$ cat config.mk
export PLATFORM = sky130hd
export DESIGN_NAME = modbus_write_frame_builder_unit
export DESIGN_NICKNAME = d
export VERILOG_FILES = /design/src/mbwfb_pkg.sv /design/src/modbus_write_frame_builder_unit.sv
export SDC_FILE = /design/constraint.sdc
export NUM_CORES = 1
export LEC_CHECK = 0
export ABC_AREA = 1
export BUFFER_PORTS_ARGS = -buffer_cell sky130_fd_sc_hd__buf_2
export CORE_UTILIZATION = 55
export DETAILED_ROUTE_END_ITERATION = 7
export GPL_TIMING_DRIVEN = 0
export PLACE_DENSITY = 0.76
export SLEW_MARGIN = 10
export SYNTH_ARGS = -nofsm -noshare
export SYNTH_HDL_FRONTEND = slang
export SYNTH_SLANG_ARGS = --single-unit
$ cat constraint.sdc
create_clock -name clk -period 5.5 [get_ports clk]
set_clock_uncertainty 0.2 [all_clocks]
set_input_delay 1.65 -clock clk [delete_from_list [all_inputs] [get_ports clk]]
set_output_delay 1.65 -clock clk [all_outputs]
set_load 0.02 [all_outputs]
$ cat src/mbwfb_pkg.sv
// mbwfb_pkg: shared constants and the crc-16 byte update for the modbus write frame builder
// no dependencies
package mbwfb_pkg;

	localparam int unsigned FrameLen = 11;
	localparam int unsigned CrcLen = 9;
	localparam int unsigned PosW = 4;

	localparam logic [7:0] FUNC_WRITE_MULTI = 8'd16;
	localparam logic [15:0] CRC_INIT = 16'hFFFF;
	localparam logic [15:0] CRC_POLY = 16'hA001;

	// byte positions inside the frame
	localparam logic [PosW-1:0] POS_DEV = 4'd0;
	localparam logic [PosW-1:0] POS_FUNC = 4'd1;
	localparam logic [PosW-1:0] POS_ADDR_HI = 4'd2;
	localparam logic [PosW-1:0] POS_ADDR_LO = 4'd3;
	localparam logic [PosW-1:0] POS_CNT_HI = 4'd4;
	localparam logic [PosW-1:0] POS_CNT_LO = 4'd5;
	localparam logic [PosW-1:0] POS_BYTES = 4'd6;
	localparam logic [PosW-1:0] POS_VAL_HI = 4'd7;
	localparam logic [PosW-1:0] POS_VAL_LO = 4'd8;
	localparam logic [PosW-1:0] POS_CRC_LO = 4'd9;
	localparam logic [PosW-1:0] POS_CRC_HI = 4'd10;

	localparam logic [7:0] REG_COUNT_HI = 8'd0;
	localparam logic [7:0] REG_COUNT_LO = 8'd1;
	localparam logic [7:0] BYTE_COUNT = 8'd2;

	// one byte of crc-16/modbus, lsb first
	function automatic logic [15:0] crc_byte(input logic [15:0] crc_in, input logic [7:0] b);
		logic [15:0] c;
		c = crc_in ^ {8'h00, b};
		for (int k = 0; k < 8; k++) begin
			if (c[0]) begin
				c = (c >> 1) ^ CRC_POLY;
			end else begin
				c = c >> 1;
			end
		end
		return c;
	endfunction

endpackage

$ cat src/modbus_write_frame_builder_unit.sv
// modbus_write_frame_builder_unit: turns a register write request into an 11-byte
// modbus rtu write-multiple-registers frame, one byte per output transfer
// depends on mbwfb_pkg
//
// Each accepted request produces eleven output bytes in transmit order: device address,
// function 16, register address high/low, register count 0,1, byte count 2, value high/low,
// then the crc-16 (init 0xFFFF, poly 0xA001 reflected) low and high bytes. last_byte marks
// the crc high byte, and awaiting_response is set on it unless the request asked to ignore
// the reply. The block emits one byte per cycle while the output side takes them; the crc
// advances by one byte per cycle alongside the serializer. A one-entry request buffer takes
// the next request while the current frame is still being sent, so frames follow each other
// with no gap. device_address is written through cfg_wr_en and cfg_wr_data (reset value 1)
// and must only change while no frame is in flight.
module modbus_write_frame_builder_unit
	import mbwfb_pkg::*;
(
	input  logic        clk,
	input  logic        arst_n,
	input  logic        cfg_wr_en,
	input  logic [7:0]  cfg_wr_data,
	input  logic        req_valid,
	output logic        req_ready,
	input  logic [15:0] target_reg,
	input  logic [15:0] reg_data,
	input  logic        skip_reply,
	output logic        byte_valid,
	input  logic        byte_ready,
	output logic [7:0]  frame_byte,
	output logic        last_byte,
	output logic        awaiting_response
);

	logic [7:0] device_address_q;

	// request buffer
	logic        buf_valid_s1;
	logic [15:0] buf_addr_s1;
	logic [15:0] buf_val_s1;
	logic        buf_ign_s1;

	// serializer state
	logic            busy_q;
	logic [PosW-1:0] pos_q;
	logic [15:0]     crc_q;
	logic [15:0]     held_addr_q;
	logic [15:0]     held_val_q;
	logic            held_ign_q;

	// output register
	logic       byte_valid_q;
	logic [7:0] frame_byte_q;
	logic       last_byte_q;
	logic       await_q;

	logic            gen_active;
	logic            advance;
	logic [PosW-1:0] cur_pos;
	logic [15:0]     cur_crc;
	logic [15:0]     cur_addr;
	logic [15:0]     cur_val;
	logic            cur_ign;
	logic [7:0]      cur_byte;
	logic            cur_last;

	assign req_ready = ~buf_valid_s1;
	assign byte_valid = byte_valid_q;
	assign frame_byte = frame_byte_q;
	assign last_byte = last_byte_q;
	assign awaiting_response = await_q;

	assign gen_active = busy_q | buf_valid_s1;
	assign advance = gen_active & (~byte_valid_q | byte_ready);

	// a new frame starts straight from the buffer
	assign cur_pos = busy_q ? pos_q : POS_DEV;
	assign cur_crc = busy_q ? crc_q : CRC_INIT;
	assign cur_addr = busy_q ? held_addr_q : buf_addr_s1;
	assign cur_val = busy_q ? held_val_q : buf_val_s1;
	assign cur_ign = busy_q ? held_ign_q : buf_ign_s1;
	assign cur_last = (cur_pos == POS_CRC_HI);

	always_comb begin
		case (cur_pos)
			POS_DEV: cur_byte = device_address_q;
			POS_FUNC: cur_byte = FUNC_WRITE_MULTI;
			POS_ADDR_HI: cur_byte = cur_addr[15:8];
			POS_ADDR_LO: cur_byte = cur_addr[7:0];
			POS_CNT_HI: cur_byte = REG_COUNT_HI;
			POS_CNT_LO: cur_byte = REG_COUNT_LO;
			POS_BYTES: cur_byte = BYTE_COUNT;
			POS_VAL_HI: cur_byte = cur_val[15:8];
			POS_VAL_LO: cur_byte = cur_val[7:0];
			POS_CRC_LO: cur_byte = cur_crc[7:0];
			POS_CRC_HI: cur_byte = cur_crc[15:8];
			default: cur_byte = 8'h00;
		endcase
	end

	always_ff @(posedge clk or negedge arst_n) begin
		if (!arst_n) begin
			device_address_q <= 8'd1;
		end else if (cfg_wr_en) begin
			device_address_q <= cfg_wr_data;
		end
	end

	// request buffer: filled on an input transfer, drained when a frame starts
	always_ff @(posedge clk or negedge arst_n) begin
		if (!arst_n) begin
			buf_valid_s1 <= 1'b0;
		end else if (req_valid && req_ready) begin
			buf_valid_s1 <= 1'b1;
		end else if (advance && !busy_q) begin
			buf_valid_s1 <= 1'b0;
		end
	end

	always_ff @(posedge clk) begin
		if (req_valid && req_ready) begin
			buf_addr_s1 <= target_reg;
			buf_val_s1 <= reg_data;
			buf_ign_s1 <= skip_reply;
		end
	end

	always_ff @(posedge clk or negedge arst_n) begin
		if (!arst_n) begin
			busy_q <= 1'b0;
			pos_q <= POS_DEV;
		end else if (advance) begin
			if (cur_last) begin
				busy_q <= 1'b0;
				pos_q <= POS_DEV;
			end else begin
				busy_q <= 1'b1;
				pos_q <= cur_pos + 1'b1;
			end
		end
	end

	always_ff @(posedge clk) begin
		if (advance) begin
			held_addr_q <= cur_addr;
			held_val_q <= cur_val;
			held_ign_q <= cur_ign;
			// crc covers the header and data bytes only
			if (cur_pos < PosW'(CrcLen)) begin
				crc_q <= crc_byte(cur_crc, cur_byte);
			end else begin
				crc_q <= cur_crc;
			end
		end
	end

	always_ff @(posedge clk or negedge arst_n) begin
		if (!arst_n) begin
			byte_valid_q <= 1'b0;
		end else if (advance) begin
			byte_valid_q <= 1'b1;
		end else if (byte_ready) begin
			byte_valid_q <= 1'b0;
		end
	end

	always_ff @(posedge clk) begin
		if (advance) begin
			frame_byte_q <= cur_byte;
			last_byte_q <= cur_last;
			await_q <= cur_last & ~cur_ign;
		end
	end

endmodule

==> flow_metrics.tcl, run 1 <==
set metrics [dict create \
    synth-main-ff-cell "edfxtp_1" \
    grt_overflow 0 \
    synth-xor-area-share_pct 0.512 \
    synth_area_leaders "edfxtp_1 (54%), nand2_1 (16%), dfrtp_1 (6.8%)" \
    slew-limit-headroom_pct 50.7 \
    syn_area_per_cell_sq_um 9.38 \
    ys_types 29 \
    io_pins 58 \
    max_freq_ghz 0.312 \
    r2r_start "busy_q$_DFFE_PN0P_" \
    ir_drop_mv 0.486 \
    r2r_cells 13 \
    setup_viol 0 \
    fin_cells 729 \
    synth_fa_ha_area_share_pct 0 \
    regArea_sq_mm 0.00314 \
    clock_latency_ps 380 \
    drt_iter0_markers 281 \
    synth_common_cells "nand2_1 (225), edfxtp_1 (92), nand3_1 (50), inv_1 (43), o21ai_0 (26)" \
    multiInputGateArea_sq_mm 0.00173 \
    grt_max_degree 34 \
    die_h_microns 98.6 \
    core_sq_mm 0.00889 \
    ys_seq_area_share_pct 61.2 \
    fillerInstances 748 \
    fp-row-count 34 \
    synth-seq-cells 107 \
    die_area_sq_mm 0.00972 \
    start_util_pct 57.7 \
    end_kind "register" \
    placed_cells 713 \
    fin_crit_sh_pct 58.3 \
    layout_min_cycle_time_ps 3210 \
    hpwlAfterDp_mm 7.80 \
    required_ps 5430 \
    hold_path_end "device_address_q[2]$_DFFE_PN0P_" \
    fin_util_pct 65.2 \
    clk_pin_slew_ps 110 \
    hold_violations 0 \
    finish.instance_area_sq_mm 0.00580 \
    leakagePower_nw 2.74 \
    min_from "device_address_q[2]$_DFFE_PN0P_" \
    min_delay_path_depth 1 \
    cts_resized 0 \
    worst-setup-path-type "register to register" \
    post_cts_buffers 0 \
    synth.most_common_cell "nand2_1" \
    drc 0 \
    grt_pass1_vias 3873 \
    synthMuxAreaShare_pct 1.32 \
    setup_tns_ps 0 \
    syn_to_final_growth_pct 13.0 \
    drv_cap 0 \
    drive_above_1_share_pct 20.8 \
    cts.sinks 107 \
    wl_per_cell_microns 15.3 \
    numCtsBuffers 9 \
    rsz0062_at_grt "false" \
    yosysTopAreaCellShare_pct 53.8 \
    ctsHoldBuffers 0 \
    cts_tree "yes" \
    synthArstFlopShare_pct 14.0 \
    startpoint_type "register" \
    io_buffers 56 \
    synth.cell_area_sq_mm 0.00513 \
    post_synth_and_or_nand_nor_area_fraction_pct 27.2 \
    synth_compound_area_share_pct 4.49 \
    synth_top_area_cell "edfxtp_1" \
    fp.dieW_microns 98.6 \
    hold_class "register to register" \
    first_pass_iters 6 \
    ff2ff_setup_slack_ps 2290 \
    critical_path_peak_fanout 10 \
    dpl-instance-area_sq_mm 0.00561 \
    final_nets 662 \
    arrival_ps 3140 \
    worst_pin_slew_ps 739 \
    h-tree-depth 3 \
    synth_top_family_by_area "simple AND/OR/NAND/NOR gates" \
    maxSlewViolCount 0 \
    power-per-cell-area_mw_per_mm2 661 \
    antenna_found_initial 0 \
    ant_nets 0 \
    reg2reg_to "crc_q[15]$_DFFE_PP_" \
    viasPerCell 5.52 \
    gp_congestion 0.874 \
    syn_inst 547 \
    synth-edff-count 92 \
    status "finished clean" \
    cts-root-buf "clkbuf_8" \
    diodes 0 \
    grtUsageTotal_pct 24.5 \
    num_vias 4021 \
    yosys_warnings 0 \
    grt_pass1_wl_mm 18.3 \
    syn-num-nets 593 \
    cts_buffer_depth 2 \
    wl_mm 11.1 \
]
## metrics by stage
| stage | setup slack [ps] | total power [W] | hold WS (ps) |
|---|---|---|---|
| detailed placement | 2080 | 0.00333 | 306 |
| global route | 2100 | 0.00413 | 348 |
| floorplan | 1310 | 0.00284 | 266 |
| global placement | 330 | 0.00325 | 283 |
| finish | 2290 | 0.00384 | 326 |
| CTS | 2360 | 0.00382 | 332 |
## state kept, by name, indices dropped and copies added (netlist names)
name / cells
crc_q: 16
frame_byte: 8
buf_val_s1: 16
device_address_q: 8
last_byte: 1
busy_q: 1
buf_addr_s1: 16
buf_valid_s1: 1
held_val_q: 16
byte_valid: 1
held_addr_q: 16
pos_q: 4
awaiting_response: 1
buf_ign_s1: 1
held_ign_q: 1
## where the power goes
part | leakage (nW) | total [W] | switching (W) | internal [W]
registers | 1.07 | 0.00147 | 0.000102 | 0.00136
logic | 1.56 | 0.00190 | 0.00131 | 0.000583
clock network | 0.0981 | 0.000472 | 0.000293 | 0.000179
## how the worst max path moves through the flow
stage / start / endpoint / slack (ps) / depth (start not counted)
final: busy_q$_DFFE_PN0P_ / crc_q[15]$_DFFE_PP_ / 2290 / 13
after global routing: busy_q$_DFFE_PN0P_ / crc_q[15]$_DFFE_PP_ / 2100 / 13
after CTS: busy_q$_DFFE_PN0P_ / crc_q[15]$_DFFE_PP_ / 2360 / 13
after detailed placement: req_valid / buf_addr_s1[13]$_DFFE_PP_ / 2080 / 3
after global placement: byte_ready / pos_q[3]$_DFFE_PN0P_ / 330 / 6
after floorplan: byte_ready / pos_q[2]$_DFFE_PN0P_ / 1310 / 6
## cell families (layout without fill, tap and decap cells)
group,after synthesis,after routing
and+or+nand+nor,327,327
DFF,107,107
buffers and inverters,62,136
AOI/OAI and AO/OA,42,42
muxes,6,6
xor gates and xnor gates,3,3
## per-layer routing
metal,GRT usage [%],routed length (microns),vias to the layer above
met2,39.2,5170,175
met3,6.03,787,39
met5,0,0,-
met1,31.6,4780,1865
met4,12.1,400,0
li1,-,-,1942
## worst max-delay path, cell delays in order (launching register included)
cell and delay, ps:
dfrtp_1 440, inv_2 180, clkbuf_1 500, or2_2 210, o21ai_0 100, o21ai_0 260
nor2_1 120, o2111ai_1 180, xor2_1 360, inv_1 110, nand2_1 120, nand2_1 60
nand2_1 80, o21ai_2 60
## cell type report
class	count	share of cell area (%)
buffer	16	1.70
clock buffer	10	2.20
clock inverter	6	1.12
inverter	46	2.98
multi-input combinational	378	29.9
sequential	107	54.1
tap	108	2.33
timing repair buffer	58	5.65
## placed cells by master (no fill, tap or decap), types with 2 or more instances in the layout
| cell type | Yosys | layout |
|---|---|---|
| buf_2 | 7 | 63 |
| nor2_1 | 21 | 21 |
| nor2_2 | 15 | 15 |
| nand2_2 | 7 | 7 |
| buf_6 | 2 | 2 |
| nand2_4 | 3 | 3 |
| clkbuf_8 | 0 | 9 |
| nand3_1 | 50 | 50 |
| mux2_2 | 6 | 6 |
| o21ai_1 | 3 | 3 |
| a21oi_1 | 4 | 3 |
| inv_2 | 3 | 4 |
| nand2_1 | 225 | 225 |
| inv_8 | 0 | 2 |
| nor2_4 | 3 | 3 |
| edfxtp_1 | 92 | 92 |
| a22oi_1 | 2 | 2 |
| inv_6 | 0 | 2 |
| dfrtp_1 | 14 | 14 |
| buf_4 | 4 | 4 |
| xor2_1 | 3 | 3 |
| or2_2 | 2 | 2 |
| inv_1 | 43 | 42 |
| o21ai_0 | 26 | 26 |
| clkbuf_1 | 3 | 4 |
| o22ai_1 | 3 | 3 |
(Power assumes the default switching activity.)
==> inputs of run 2 (changes only) <==
ABC_AREA = 0   (was 1)
clock period = 3.3 ns   (was 5.5 ns; I/O delays follow)
==> run 2 against run 1 <==
The flow now finishes with violations (design-rule violations). Critical endpoint unchanged. Via count decreased by 20%. Fmax increased by 2.7%. Critical path type unchanged. Global-route usage fell by 1.3 points. Final cell count fell by 26%. Register-to-register slack got worse by 2100 ps.
==> flow_metrics.tcl, run 2 <==
set metrics [dict create \
    status "complete, but fails checks" \
    failed_checks "design-rule violations" \
    die_h_microns 97.9 \
    grt_max_degree 34 \
    antenna_found_initial 0 \
    final_common_cell "edfxtp_1" \
    hold_violations 0 \
    clk_pin_slew_ps 110 \
    layout_min_cycle_time_ps 3120 \
    crit_chain "buf_2 > and4b_2 > a222oi_1 > o21ai_2 > xnor2_2 > xnor2_2 > xor2_2 > xnor3_1 > a21oi_1" \
    synth_area_leaders "edfxtp_1 (55%), mux2_2 (8.7%), dfrtp_1 (6.9%)" \
    first_pass_iters 7 \
    crit_path_frequent_cell "xnor2_2" \
    grtUsageTotal_pct 23.3 \
    arrival_ps 3150 \
    syn_inst 355 \
    start_util_pct 57.5 \
    io_buffers 56 \
    critical_path_peak_fanout 10 \
    drt_iter0_markers 287 \
    fin_util_pct 65.5 \
    slew-limit-headroom_pct 53.0 \
    worst-setup-path-type "register to register" \
    max_freq_ghz 0.320 \
    grt_pass1_wl_mm 16.8 \
    wl_per_cell_microns 19.8 \
    r2r_start "pos_q[0]$_DFFE_PN0P_" \
    slowest_delay_ps 440 \
    ff2ff_setup_slack_ps 180 \
    hpwlAfterDp_mm 7.80 \
    setup_viol 0 \
    synth-main-ff-cell "edfxtp_1" \
    synth.most_common_cell "edfxtp_1" \
    gp_congestion 0.880 \
    core_sq_mm 0.00881 \
    synth_common_cells "edfxtp_1 (92), mux2_2 (39), nand2_1 (25), dfrtp_1 (14), inv_1 (14)" \
    numCtsBuffers 9 \
    syn-num-nets 401 \
    ant_nets 0 \
    fp-row-count 34 \
    die_area_sq_mm 0.00959 \
    startpoint_type "register" \
    r2r_cells 9 \
    fillerInstances 667 \
    io_pins 58 \
    synth.cell_area_sq_mm 0.00506 \
    worst_pin_slew_ps 704 \
    wl_mm 10.6 \
    grt_pass1_vias 3207 \
    syn_area_per_cell_sq_um 14.3 \
    crit_slowest_cell "dfrtp_1" \
    fp.dieW_microns 97.9 \
    yosysTopAreaCellShare_pct 54.6 \
    num_vias 3198 \
    end_kind "register" \
    drv_cap 0 \
    required_ps 3320 \
    clock_latency_ps 370 \
    synthArstFlopShare_pct 14.0 \
    ys_seq_area_share_pct 62.0 \
    cts-root-buf "clkbuf_8" \
    syn_to_final_growth_pct 14.0 \
    synth-edff-count 92 \
    fin_crit_sh_pct 94.7 \
    grt_overflow 0 \
    cts.sinks 107 \
    drc 1 \
    drive_above_1_share_pct 35.6 \
    yosys_warnings 0 \
    reg2reg_to "crc_q[15]$_DFFE_PP_" \
    synth_top_area_cell "edfxtp_1" \
    maxSlewViolCount 0 \
    viasPerCell 5.94 \
    diodes 0 \
    h-tree-depth 3 \
    layout_common_cells "edfxtp_1 (92), buf_2 (59), mux2_2 (39), nand2_1 (25), dfrtp_1 (14)" \
    ctsHoldBuffers 0 \
    ys_types 66 \
    synth-seq-cells 107 \
    final_nets 471 \
    cts_tree "yes" \
    hold_class "input port to async pin" \
    cts_buffer_depth 2 \
]
run 2: cell types whose count changed after synthesis, sizes merged, moves of 8 or more:
cell,change
nand2,-210
nand3,-45
mux2,+38
inv,-31
nor2,-27
xnor2,+17
o21ai,-14
mux2i,+8
run 2: cell type report:
class / count / area [sq um] / area share, %
multi-input combinational: 214 / 1770 / 30.6
sequential: 107 / 3140 / 54.4
clock inverter: 7 / 81.3 / 1.41
buffer: 19 / 131 / 2.28
timing repair buffer: 59 / 335 / 5.81
clock buffer: 9 / 124 / 2.15
inverter: 15 / 56.3 / 0.976
tap: 108 / 135 / 2.34
run 2: routing by layer:
layer | vias to the layer above | track usage [%] | wire length [microns]
met4 | 0 | 5.59 | 182
li1 | 1465 | - | -
met2 | 130 | 38.4 | 5090
met1 | 1588 | 31.9 | 4740
met5 | - | 0 | 0
met3 | 15 | 4.72 | 619
run 2: repair_timing:
action                                  CTS  global route
endpoints found under the setup margin    0             1
setup buffers                             0             1
resized for setup                         0             4
run 2: stage by stage:
step                      setup TNS [ps]  area, sq um  setup WS, ps  hold slack (ps)  cells
after floorplan                        0         5060          91.5              272    355
after detailed placement               0         5530           161              318    521
after CTS                              0         5740           127              319    537
final                                  0         5770           176              313    538
after global routing               -14.7         5770         -14.7              322    538
after global placement            -48630         5480          -598              301    519
run 2: worst max path at each step:
stage                         start                   end  slack (ps)  cells after the start
4_1_cts        pos_q[0]$_DFFE_PN0P_   crc_q[15]$_DFFE_PP_         130                      9
3_5_place_dp   pos_q[0]$_DFFE_PN0P_   crc_q[15]$_DFFE_PP_         160                      9
6_report       pos_q[0]$_DFFE_PN0P_   crc_q[15]$_DFFE_PP_         180                      9
5_1_grt        pos_q[0]$_DFFE_PN0P_   crc_q[15]$_DFFE_PP_         -10                      9
2_1_floorplan            byte_ready  pos_q[3]$_DFFE_PN0P_          90                      6
3_3_place_gp             byte_ready  pos_q[1]$_DFFE_PN0P_        -600                      7
run 2: critical path: cells and delay by family, from the launching register on:
kind,cells,cell delay [ps]
and+or+nand+nor,1,280
AOI/OAI and AO/OA,3,760
DFF,1,440
buffers and inverters,1,210
xor gates and xnor gates,4,1080
run 2: cell families after synthesis:
logic type      Yosys count  synth area share [%]
flops                   107                  62.0
mux                      52                  11.4
xor+xnor                 29                  6.45
buf+inv                  34                  3.66
compound gates           60                  8.43
simple gates             73                  7.96
Power of run 2 is left out: the tool's default activity adds up to more than one toggle a clock period on the data nets, which glitch-free logic cannot reach.
